<file path="src/hdl/assert_macros.svh">
// Assertion helpers for the PSR transfer block.
`ifndef ASSERT_MACROS_SVH
`define ASSERT_MACROS_SVH

// Same-cycle implication, disabled while reset is asserted.
`define PSR_ASSERT_NOW(label, clk, rst_n, ante, cons) \
    label: assert property (@(posedge clk) disable iff (!(rst_n)) (ante) |-> (cons)) \
        else $error("psr assertion failed");

// Next-cycle implication, disabled while reset is asserted.
`define PSR_ASSERT_NEXT(label, clk, rst_n, ante, cons) \
    label: assert property (@(posedge clk) disable iff (!(rst_n)) (ante) |=> (cons)) \
        else $error("psr assertion failed");

`endif

</file>
<file path="src/hdl/psr_pkg.sv">
package psr_pkg;

    localparam int unsigned NUM_GEN  = 16;
    localparam int unsigned GEN_AW   = 4;
    localparam int unsigned NUM_STAT = 2;

    // Operation codes
    localparam logic [1:0] OP_EXEC  = 2'd0;
    localparam logic [1:0] OP_WRITE = 2'd1;
    localparam logic [1:0] OP_READ  = 2'd2;

    // Register index map for direct access
    localparam logic [4:0] IDX_CUR_STAT   = 5'd16;
    localparam logic [4:0] IDX_SAVED_STAT = 5'd17;

    // Write controls produced by the decoder
    typedef struct packed {
        logic              gen_we;
        logic [GEN_AW-1:0] gen_waddr;
        logic              stat_we;
        logic              stat_waddr;
        logic              undef;
    } t_psr_ctrl;

endpackage

</file>
<file path="src/hdl/psr_ram.sv">
module psr_ram #(
    parameter int unsigned WIDTH = 32,
    parameter int unsigned DEPTH = 16
) (
    input  logic                     i_clk,
    input  logic                     i_we,
    input  logic [$clog2(DEPTH)-1:0] i_waddr,
    input  logic [WIDTH-1:0]         i_wdata,
    input  logic [$clog2(DEPTH)-1:0] i_raddr,
    output logic [WIDTH-1:0]         o_rdata
);

    logic [WIDTH-1:0] r_mem [DEPTH];
    logic [WIDTH-1:0] r_rdata;

    always_ff @(posedge i_clk) begin
        if (i_we) begin
            r_mem[i_waddr] <= i_wdata;
        end
        r_rdata <= r_mem[i_raddr];
    end

    assign o_rdata = r_rdata;

endmodule

</file>
<file path="src/hdl/psr_decode.sv">
module psr_decode (
    input  logic [1:0]          i_op,
    input  logic [31:0]         i_instruction,
    input  logic [4:0]          i_reg_index,
    input  logic [31:0]         i_reg_value,
    input  logic [31:0]         i_gen_rdata,
    input  logic [31:0]         i_stat_rdata,
    output psr_pkg::t_psr_ctrl  o_ctrl,
    output logic [31:0]         o_gen_wdata,
    output logic [31:0]         o_stat_wdata,
    output logic [31:0]         o_read_value
);

    localparam logic [31:0] MASK_MRS     = 32'h0FFF0FFF;
    localparam logic [31:0] MRS_CUR      = 32'h010F0FFF;
    localparam logic [31:0] MRS_SAVED    = 32'h014F0FFF;
    localparam logic [31:0] MASK_MSR_REG = 32'h0FF0FFF0;
    localparam logic [31:0] MSR_REG_CUR  = 32'h0120F000;
    localparam logic [31:0] MSR_REG_SAV  = 32'h0160F000;
    localparam logic [31:0] MASK_MSR_IMM = 32'h0FF0F000;
    localparam logic [31:0] MSR_IMM_CUR  = 32'h0320F000;
    localparam logic [31:0] MSR_IMM_SAV  = 32'h0360F000;
    localparam logic [31:0] FORCED_BIT   = 32'h00000010;

    logic        is_mrs;
    logic        is_msr_reg;
    logic        is_msr_imm;
    logic [63:0] imm_dbl;
    logic [63:0] imm_shifted;
    logic [4:0]  rot_amt;
    logic [31:0] operand;
    logic [31:0] byte_mask;
    logic [31:0] merged;
    logic        is_exec;
    logic        is_write;
    logic        idx_gen;
    logic        idx_stat;

    assign is_mrs = ((i_instruction & MASK_MRS) == MRS_CUR)
                 || ((i_instruction & MASK_MRS) == MRS_SAVED);
    assign is_msr_reg = ((i_instruction & MASK_MSR_REG) == MSR_REG_CUR)
                     || ((i_instruction & MASK_MSR_REG) == MSR_REG_SAV);
    assign is_msr_imm = ((i_instruction & MASK_MSR_IMM) == MSR_IMM_CUR)
                     || ((i_instruction & MASK_MSR_IMM) == MSR_IMM_SAV);

    // Rotate the 8-bit immediate right by twice the rotate field
    assign rot_amt     = {i_instruction[11:8], 1'b0};
    assign imm_dbl     = {24'd0, i_instruction[7:0], 24'd0, i_instruction[7:0]};
    assign imm_shifted = imm_dbl >> rot_amt;
    assign operand     = is_msr_imm ? imm_shifted[31:0] : i_gen_rdata;

    always_comb begin
        for (int b = 0; b < 4; b++) begin
            byte_mask[8*b +: 8] = {8{i_instruction[16+b]}};
        end
    end

    assign merged = (i_stat_rdata & ~byte_mask) | (operand & byte_mask) | FORCED_BIT;

    assign is_exec  = (i_op == psr_pkg::OP_EXEC);
    assign is_write = (i_op == psr_pkg::OP_WRITE);
    assign idx_gen  = ~i_reg_index[4];
    assign idx_stat = (i_reg_index == psr_pkg::IDX_CUR_STAT)
                   || (i_reg_index == psr_pkg::IDX_SAVED_STAT);

    always_comb begin
        o_ctrl.gen_we     = (is_exec && is_mrs) || (is_write && idx_gen);
        o_ctrl.gen_waddr  = is_write ? i_reg_index[3:0] : i_instruction[15:12];
        o_ctrl.stat_we    = (is_exec && (is_msr_reg || is_msr_imm))
                         || (is_write && idx_stat);
        o_ctrl.stat_waddr = is_write ? i_reg_index[0] : i_instruction[22];
        o_ctrl.undef      = is_exec && !(is_mrs || is_msr_reg || is_msr_imm);
    end

    assign o_gen_wdata  = is_write ? i_reg_value : i_stat_rdata;
    assign o_stat_wdata = is_write ? i_reg_value : merged;

    always_comb begin
        o_read_value = '0;
        if (i_op == psr_pkg::OP_READ) begin
            if (idx_gen) begin
                o_read_value = i_gen_rdata;
            end else if (idx_stat) begin
                o_read_value = i_stat_rdata;
            end
        end
    end

endmodule

</file>
<file path="src/hdl/psr_transfer_execute_core.sv">
// Status-register transfer unit: executes MRS/MSR words against a 16-entry
// general register file and the current/saved status registers, and offers
// direct register write and read. An item is accepted in the idle state, when
// the register and status memories are read (registered), and is merged,
// written back and loaded into the result register in the execute state; none
// is accepted while one executes, but one may be while the result register
// drains; i_out_stall on a held result keeps the unit executing. Reset clears
// all registers at once through per-entry valid bits, with no clearing pass.
`include "assert_macros.svh"

module psr_transfer_execute_core (
    input  logic        i_clk,
    input  logic        i_rst_n,
    input  logic        i_in_valid,
    output logic        o_in_stall,
    input  logic [1:0]  i_op,
    input  logic [31:0] i_instruction,
    input  logic [4:0]  i_reg_index,
    input  logic [31:0] i_reg_value,
    output logic        o_out_valid,
    input  logic        i_out_stall,
    output logic        o_status,
    output logic [31:0] o_read_value
);

    localparam logic S_IDLE = 1'b0;
    localparam logic S_EXEC = 1'b1;

    logic                       r_state;
    logic                       n_state;
    logic [1:0]                 r_op;
    logic [31:0]                r_instruction;
    logic [4:0]                 r_reg_index;
    logic [31:0]                r_reg_value;
    logic [psr_pkg::GEN_AW-1:0] r_gen_raddr;
    logic                       r_stat_raddr;
    logic [psr_pkg::NUM_GEN-1:0]  r_gen_vld;
    logic [psr_pkg::NUM_STAT-1:0] r_stat_vld;
    logic                       r_out_valid;
    logic                       r_status;
    logic [31:0]                r_read_value;

    logic                       in_xfer;
    logic                       out_free;
    logic                       exec_go;
    logic [psr_pkg::GEN_AW-1:0] in_gen_raddr;
    logic                       in_stat_raddr;
    logic [psr_pkg::GEN_AW-1:0] gen_raddr;
    logic                       stat_raddr;
    logic [31:0]                gen_rdata_raw;
    logic [31:0]                stat_rdata_raw;
    logic [31:0]                gen_rdata;
    logic [31:0]                stat_rdata;
    psr_pkg::t_psr_ctrl         ctrl;
    logic [31:0]                gen_wdata;
    logic [31:0]                stat_wdata;
    logic [31:0]                read_value;
    logic                       gen_we;
    logic                       stat_we;

    assign o_in_stall = (r_state == S_EXEC);
    assign in_xfer    = i_in_valid && !o_in_stall;
    assign out_free   = !r_out_valid || !i_out_stall;
    assign exec_go    = (r_state == S_EXEC) && out_free;

    // Read ports follow the incoming item, then hold while it executes
    assign in_gen_raddr  = (i_op == psr_pkg::OP_READ) ? i_reg_index[3:0]
                                                      : i_instruction[3:0];
    assign in_stat_raddr = (i_op == psr_pkg::OP_READ) ? i_reg_index[0]
                                                      : i_instruction[22];
    assign gen_raddr  = (r_state == S_EXEC) ? r_gen_raddr  : in_gen_raddr;
    assign stat_raddr = (r_state == S_EXEC) ? r_stat_raddr : in_stat_raddr;

    psr_ram #(.WIDTH(32), .DEPTH(psr_pkg::NUM_GEN)) u_gen_ram (
        .i_clk   (i_clk),
        .i_we    (gen_we),
        .i_waddr (ctrl.gen_waddr),
        .i_wdata (gen_wdata),
        .i_raddr (gen_raddr),
        .o_rdata (gen_rdata_raw)
    );

    psr_ram #(.WIDTH(32), .DEPTH(psr_pkg::NUM_STAT)) u_stat_ram (
        .i_clk   (i_clk),
        .i_we    (stat_we),
        .i_waddr (ctrl.stat_waddr),
        .i_wdata (stat_wdata),
        .i_raddr (stat_raddr),
        .o_rdata (stat_rdata_raw)
    );

    // Entries never written since reset read as zero
    assign gen_rdata  = r_gen_vld[r_gen_raddr]   ? gen_rdata_raw  : '0;
    assign stat_rdata = r_stat_vld[r_stat_raddr] ? stat_rdata_raw : '0;

    psr_decode u_decode (
        .i_op          (r_op),
        .i_instruction (r_instruction),
        .i_reg_index   (r_reg_index),
        .i_reg_value   (r_reg_value),
        .i_gen_rdata   (gen_rdata),
        .i_stat_rdata  (stat_rdata),
        .o_ctrl        (ctrl),
        .o_gen_wdata   (gen_wdata),
        .o_stat_wdata  (stat_wdata),
        .o_read_value  (read_value)
    );

    assign gen_we  = exec_go && ctrl.gen_we;
    assign stat_we = exec_go && ctrl.stat_we;

    always_comb begin
        n_state = r_state;
        unique case (r_state)
            S_IDLE: begin
                if (in_xfer) begin
                    n_state = S_EXEC;
                end
            end
            S_EXEC: begin
                if (out_free) begin
                    n_state = S_IDLE;
                end
            end
            default: n_state = S_IDLE;
        endcase
    end

    always_ff @(posedge i_clk) begin
        if (!i_rst_n) begin
            r_state     <= S_IDLE;
            r_gen_vld   <= '0;
            r_stat_vld  <= '0;
            r_out_valid <= 1'b0;
        end else begin
            r_state <= n_state;
            if (gen_we) begin
                r_gen_vld[ctrl.gen_waddr] <= 1'b1;
            end
            if (stat_we) begin
                r_stat_vld[ctrl.stat_waddr] <= 1'b1;
            end
            if (exec_go) begin
                r_out_valid <= 1'b1;
            end else if (!i_out_stall) begin
                r_out_valid <= 1'b0;
            end
        end
    end

    always_ff @(posedge i_clk) begin
        if (in_xfer) begin
            r_op          <= i_op;
            r_instruction <= i_instruction;
            r_reg_index   <= i_reg_index;
            r_reg_value   <= i_reg_value;
            r_gen_raddr   <= in_gen_raddr;
            r_stat_raddr  <= in_stat_raddr;
        end
        if (exec_go) begin
            r_status     <= ctrl.undef;
            r_read_value <= read_value;
        end
    end

    assign o_out_valid  = r_out_valid;
    assign o_status     = r_status;
    assign o_read_value = r_read_value;

    `PSR_ASSERT_NEXT(a_accept_to_exec, i_clk, i_rst_n, in_xfer, r_state == S_EXEC)
    `PSR_ASSERT_NEXT(a_exec_loads_out, i_clk, i_rst_n, exec_go, r_out_valid)
    `PSR_ASSERT_NOW(a_one_mem_write, i_clk, i_rst_n, gen_we, !stat_we)
    `PSR_ASSERT_NOW(a_undef_no_write, i_clk, i_rst_n, exec_go && ctrl.undef, !gen_we && !stat_we && read_value == 32'd0)

endmodule
</file>
<file path="config.mk">
export PLATFORM = sky130hd
export DESIGN_NAME = psr_transfer_execute_core
export DESIGN_NICKNAME = d
export VERILOG_FILES = /design/src/hdl/psr_pkg.sv /design/src/hdl/psr_ram.sv /design/src/hdl/psr_decode.sv /design/src/hdl/psr_transfer_execute_core.sv
export VERILOG_INCLUDE_DIRS = /design/src /design/src/hdl
export SDC_FILE = /design/constraint.sdc
export NUM_CORES = 1
export LEC_CHECK = 0
export ABC_AREA = 1
export BUFFER_PORTS_ARGS = -buffer_cell sky130_fd_sc_hd__buf_2
export CAP_MARGIN = 40
export CORE_ASPECT_RATIO = 0.7
export CORE_MARGIN = 2
export CORE_UTILIZATION = 35
export CTS_CLUSTER_DIAMETER = 30
export DETAILED_ROUTE_END_ITERATION = 7
export MAX_ROUTING_LAYER = met4
export SLEW_MARGIN = 20
export SYNTH_ARGS = -nofsm -noshare
export SYNTH_HDL_FRONTEND = slang
export SYNTH_HIERARCHICAL = 1
export SYNTH_SLANG_ARGS = --single-unit
</file>
<file path="constraint.sdc">
create_clock -name i_clk -period 5.6 [get_ports i_clk]
set_clock_uncertainty 0.15 [all_clocks]
set_input_delay 1.12 -clock i_clk [delete_from_list [all_inputs] [get_ports i_clk]]
set_output_delay 1.12 -clock i_clk [all_outputs]
set_load 0.1 [all_outputs]
</file>
==> flow_metrics.env, run 1 <==
export IMPL_final_hold_viol_count=0
export IMPL_routed_wirelength_um=87000
export IMPL_hold_buffers=0
export IMPL_maxCapViolations=0
export IMPL_post_route_period_util=0.708
export IMPL_crit_type="reg -> reg"
export IMPL_leakage_nw=16.4
export IMPL_wl_per_cell_um=18.2
export IMPL_clock_latency_ns=0.69
export IMPL_rsz0062_at_grt="no"
export IMPL_cts_made_buffers=108
export IMPL_synth_net_count=3371
export IMPL_total_power_mw=15.2
export IMPL_vias=22850
export IMPL_worstHoldPathType="reg -> reg"
export IMPL_fin_nets=3513
export IMPL_area_delta_synth_final_pct=17.9
export IMPL_worstPathArrival_ns=4.16
export IMPL_cts_tree="done"
export IMPL_netlist_area_sq_mm=0.0331
export IMPL_drtIter0Drc=2410
export IMPL_finalCriticalPeriod_ns=3.96
export IMPL_dr_pass1_iters=6
export IMPL_cts_sinks=765
export IMPL_die_area_sq_mm=0.0972
export IMPL_drv_slew=0
export IMPL_track_usage=0.183
export IMPL_crit_fanout=19
export IMPL_vdd_drop_max_mv=0.262
export IMPL_io_pins=110
export IMPL_final_cell_area_sq_mm=0.0391
export IMPL_fin_tns_setup_ns=0
export IMPL_place_congestion=0.932
export IMPL_drc=0
export IMPL_cts_max_level=3
export IMPL_worstMarginPinSlew_ns=0.885
export IMPL_grt_pass1_wl_um=129000
export IMPL_routed_via_density=4.78
export IMPL_row_count=94
export IMPL_first_global_vias=21331
export IMPL_drive_above_1_share=0.131
export IMPL_status="completed"
export IMPL_grt_antenna_before_repair=1
export IMPL_power_per_cell_area_mw_per_mm2=389
export IMPL_die_y_um=261
export IMPL_post_cts_buffers=0
export IMPL_setup_viol=0
export IMPL_cp_start_kind="flop"
export IMPL_yosysWarnings=6
export IMPL_grt_overflow_total=0
export IMPL_antenna_cells=0
export IMPL_setup_ws_ns=1.64
export IMPL_fmax_ghz=0.252
export IMPL_required_ns=5.80
export IMPL_pre_cts_ws_ns=1.58
export IMPL_cts_root_buffer="clkbuf_16"
export IMPL_final_core_util=0.416
export IMPL_clk_pin_slew_ns=0.06
export IMPL_fp_dieW_um=372
export IMPL_cp_end_kind="flop"
export IMPL_syn_avg_cell_area_sq_um=10.1
export IMPL_antenna_left=0
export IMPL_initial_core_util=0.353
export IMPL_slew_headroom=0.409
export IMPL_numPortBuffers=105
export IMPL_clock_path_buffers=3
export IMPL_grt_max_degree=136
export IMPL_dp_hpwl_um=51200
export IMPL_place_area_sq_mm=0.0351
export IMPL_post_cts_resized=0
export IMPL_core_area_sq_mm=0.0939
export IMPL_syn_inst=3296
==> worst max-delay path, stage by stage (launching register included) <==
cell	delay, ns
edfxtp_1	0.76
nand4_1	0.18
nor3_1	0.22
nand3_1	0.14
o21ai_0	0.13
nand2_1	0.17
clkinv_1	0.26
nand3b_1	0.37
nor2_4	0.79
buf_4	0.40
==> metrics by stage <==
step | hold slack [ns] | cells
4_1_cts | 0.268 | 4776
6_report | 0.262 | 4780
5_1_grt | 0.292 | 4780
2_1_floorplan | 0.262 | 3296
3_5_place_dp | 0.273 | 4572
3_3_place_gp | 0.266 | 4566
==> placed cells by master, fill, tap and decap left out, types with 4 or more instances in the layout <==
cell and n:
clkinv_1 8, clkinvlp_4 7, inv_2 5, buf_16 4, inv_1 518, inv_6 13
nand3_1 438, edfxtp_1 681, a21oi_2 30, or2_2 4, o21ai_4 4, buf_12 12
clkinv_2 14, a21oi_1 96, nand4_1 10, o21ai_0 25, nand2_1 1098, dfxtp_1 84
clkbuf_16 110, nor2_4 21, nand2_2 11, buf_4 65, nor2_1 87, inv_8 4
clkbuf_8 5, clkbuf_1 12, bufinv_16 17, clkinv_4 14, buf_2 105
==> path summary, 6_finish.rpt <==
path / startpoint / endpoint / slack [ns] / depth (start not counted)
worst max-delay path: r_instruction[10]$_DFFE_PP_ / u_gen_ram/r_mem[11][21]$_DFFE_PP_ / 1.64 / 9
worst min-delay path: u_stat_ram/r_mem[0][17]$_DFFE_PP_ / u_stat_ram/o_rdata[17]$_DFF_P_ / 0.26 / 2
worst max register to register: r_instruction[10]$_DFFE_PP_ / u_gen_ram/r_mem[11][21]$_DFFE_PP_ / 1.64 / 9
worst min register to register: u_stat_ram/r_mem[0][17]$_DFFE_PP_ / u_stat_ram/o_rdata[17]$_DFF_P_ / 0.26 / 2
==> power breakdown <==
| group | leakage, nW | internal, mW | switching [mW] |
|---|---|---|---|
| Combinational | 7.49 | 0.415 | 1.13 |
| Sequential | 7.07 | 6.41 | 0.0736 |
| Clock | 1.88 | 4.50 | 2.66 |
| Total | 16.4 | 11.3 | 3.86 |
==> sequential cells by signal (all words and copies together) (netlist names) <==
register            count
u_stat_ram/r_mem       64
u_stat_ram/o_rdata     32
o_out_valid             1
r_gen_raddr             4
u_gen_ram/o_rdata      32
r_instruction          28
r_reg_value            32
r_reg_index             5
r_op                    2
r_gen_vld              16
r_stat_vld              2
o_read_value           32
u_gen_ram/r_mem       512
o_in_stall              1
o_status                1
r_stat_raddr            1
==> cell type report <==
class	instances	area, sq um
Clock buffer	127	2870
Clock inverter	77	982
Fill cell	8827	54800
Inverter	529	2000
Multi-Input combinational cell	1848	8180
Sequential cell	765	22100
Tap cell	1248	1560
Timing Repair Buffer	186	1360
==> routing by layer <==
| metal | vias to the layer above | wire length (um) | global-route usage |
|---|---|---|---|
| met5 | - | 0 | - |
| met1 | 10840 | 40200 | 0.260 |
| li1 | 10978 | - | - |
| met3 | 136 | 7980 | 0.0463 |
| met2 | 896 | 37100 | 0.257 |
| met4 | 0 | 1700 | 0.0498 |
Note: power is estimated with default switching activity, not from simulation.
==> run 2: changes to the inputs <==
==> constraint.sdc (replaced) <==
create_clock -name i_clk -period 3.46 [get_ports i_clk]
set_clock_uncertainty 0.15 [all_clocks]
set_input_delay 0.692 -clock i_clk [delete_from_list [all_inputs] [get_ports i_clk]]
set_output_delay 0.692 -clock i_clk [all_outputs]
set_load 0.1 [all_outputs]
==> run 2 against run 1 <==
Net effect:
- total power grew 60%
- routed wire length grew 1.8%
- count of clock-buffer cells in the layout grew 8
- sequential power grew 62%
- die area is the same
- sequential share of layout area shrank 0.98 points
- largest power group unchanged
- register-to-register slack lost 1.3 ns
- combinational power grew 70%
- non-clock buffer count grew 61
- via count is essentially flat
- maximum frequency grew 26%
- worst setup slack lost 1.3 ns
==> flow_metrics.env, run 2 (same netlist as run 1, synthesis figures left out) <==
export IMPL_cts_root_buffer="clkbuf_16"
export IMPL_drv_slew=0
export IMPL_row_count=94
export IMPL_largest_register_ffs=512
export IMPL_die_area_sq_mm=0.0972
export IMPL_grt_pass1_wl_um=132000
export IMPL_leakage_nw=16.7
export IMPL_fin_tns_setup_ns=0
export IMPL_clock_path_buffers=3
export IMPL_cts_tree="done"
export IMPL_largestRegisters="u_gen_ram/r_mem: 512 flops, u_stat_ram/r_mem: 64 flops"
export IMPL_fmax_ghz=0.318
export IMPL_maxCapViolations=0
export IMPL_required_ns=3.65
export IMPL_grt_antenna_before_repair=0
export IMPL_worstHoldPathType="in -> reg"
export IMPL_post_route_period_util=0.909
export IMPL_routed_wirelength_um=88600
export IMPL_worstPathArrival_ns=3.33
export IMPL_cp_end_kind="flop"
export IMPL_vdd_drop_max_mv=0.460
export IMPL_place_congestion=0.945
export IMPL_grt_max_degree=72
export IMPL_cts_sinks=765
export IMPL_vias=22842
export IMPL_drive_above_1_share=0.138
export IMPL_final_hold_viol_count=0
export IMPL_routed_via_density=4.72
export IMPL_final_cell_area_sq_mm=0.0398
export IMPL_crit_path_top_delay_cell="edfxtp_1"
export IMPL_finalCriticalPeriod_ns=3.15
export IMPL_clk_pin_slew_ns=0.06
export IMPL_worstPathCellList="inv_1 > nand2_1 > nor2_1 > nand4_1 > nor2_1 > nand3_1 > o21ai_0 > nand2_1 > clkinv_1 > nand3b_1 > nor2_4 > buf_4"
export IMPL_worstHoldStart="i_instruction[4]"
export IMPL_drtIter0Drc=2250
export IMPL_crit_type="reg -> reg"
export IMPL_status="completed"
export IMPL_pre_cts_ws_ns=0.261
export IMPL_critical_path_max_stage_delay_ns=0.37
export IMPL_core_area_sq_mm=0.0939
export IMPL_swShare=0.258
export IMPL_cts_max_level=3
export IMPL_nFillCells=8864
export IMPL_regMostFlops="u_gen_ram/r_mem"
export IMPL_antenna_cells=0
export IMPL_grt_overflow_total=0
export IMPL_regArea_sq_mm=0.0221
export IMPL_timing_rr_start="r_instruction[27]$_DFFE_PP_"
export IMPL_io_pins=110
export IMPL_crit_fanout=18
export IMPL_slew_headroom=0.465
export IMPL_track_usage=0.187
export IMPL_post_cts_resized=0
export IMPL_antenna_left=0
export IMPL_rsz0062_at_grt="no"
export IMPL_fp_dieW_um=372
export IMPL_comb_power_share=0.109
export IMPL_cp_top_family="simple AND/OR/NAND/NOR gates"
export IMPL_internal_power_mw=18.1
export IMPL_drc=0
export IMPL_setup_viol=0
export IMPL_numPortBuffers=105
export IMPL_clock_latency_ns=0.69
export IMPL_netSwitchingPower_mw=6.28
export IMPL_path_buf_inv=3
export IMPL_cts_made_buffers=109
export IMPL_place_inst=4606
export IMPL_cp_start_kind="flop"
export IMPL_first_global_vias=21443
export IMPL_power_per_cell_area_mw_per_mm2=612
export IMPL_timing_hold_ws_ns=0.0491
export IMPL_share_seq_of_total_power=0.431
export IMPL_setup_ws_ns=0.313
export IMPL_wl_per_cell_um=18.3
export IMPL_power_frac_clock=0.460
export IMPL_fin_nets=3575
export IMPL_worstMarginPinSlew_ns=0.794
export IMPL_place_area_sq_mm=0.0357
export IMPL_fin_cells=4844
export IMPL_area_delta_synth_final_pct=20.0
export IMPL_dp_hpwl_um=53600
export IMPL_multi_input_area_sq_mm=0.00818
export IMPL_die_y_um=261
export IMPL_initial_core_util=0.353
export IMPL_startpoint="r_instruction[27]$_DFFE_PP_"
export IMPL_final_cell_mix="nand2_1 (1098), edfxtp_1 (681), inv_1 (518)"
export IMPL_dr_pass1_iters=5
export IMPL_final_common_cell="nand2_1"
run 2: final timing paths:
path                                  endpoint  slack (ns)  depth (start not counted)
max          u_gen_ram/r_mem[11][23]$_DFFE_PP_        0.31                         12
min                 r_instruction[4]$_DFFE_PP_        0.05                          1
max reg2reg  u_gen_ram/r_mem[11][23]$_DFFE_PP_        0.31                         12
min reg2reg     u_stat_ram/o_rdata[30]$_DFF_P_        0.26                          2
run 2: metal layers:
metal | vias up | share of wire | global-route usage
met4 | 0 | 0.018 | 0.0451
met2 | 778 | 0.42 | 0.258
li1 | 11107 | - | -
met5 | - | 0 | -
met1 | 10833 | 0.48 | 0.275
met3 | 124 | 0.085 | 0.0439
run 2: what timing repair did:
item	in CTS	in global routing
hold endpoints to repair	29	0
setup endpoints to repair	0	4
hold buffers	29	0
setup buffers	0	2
run 2: stage by stage:
stage	util	total power, mW
2_1_floorplan	-	12.4
3_3_place_gp	0.380	13.3
3_5_place_dp	0.380	13.3
4_1_cts	0.424	24.5
5_1_grt	0.424	25.2
6_report	0.424	24.3
run 2: area by class of cell:
class                      instances  share of cell area
clock buffer                     135              0.0744
clock inverter                    72              0.0202
inverter                         529              0.0503
multi-input combinational       1848               0.206
sequential                       765               0.556
tap                             1248              0.0393
timing repair buffer             247              0.0538
run 2: power groups by stage:
stage          clock network (mW)  registers (mW)  logic (mW)
3_5_place_dp                    0            10.7        2.60
6_report                     11.2            10.5        2.64
3_3_place_gp                    0            10.7        2.58
2_1_floorplan                   0            10.8        1.63
4_1_cts                      11.4            10.5        2.64
5_1_grt                      11.8            10.5        2.91
run 2: worst register-to-register path: cells and delay by family, from the launching register on:
family	cells	cell delay (ns)
compound gates	1	0.11
flops	1	0.37
buf+inv	3	0.59
simple gates	8	1.55
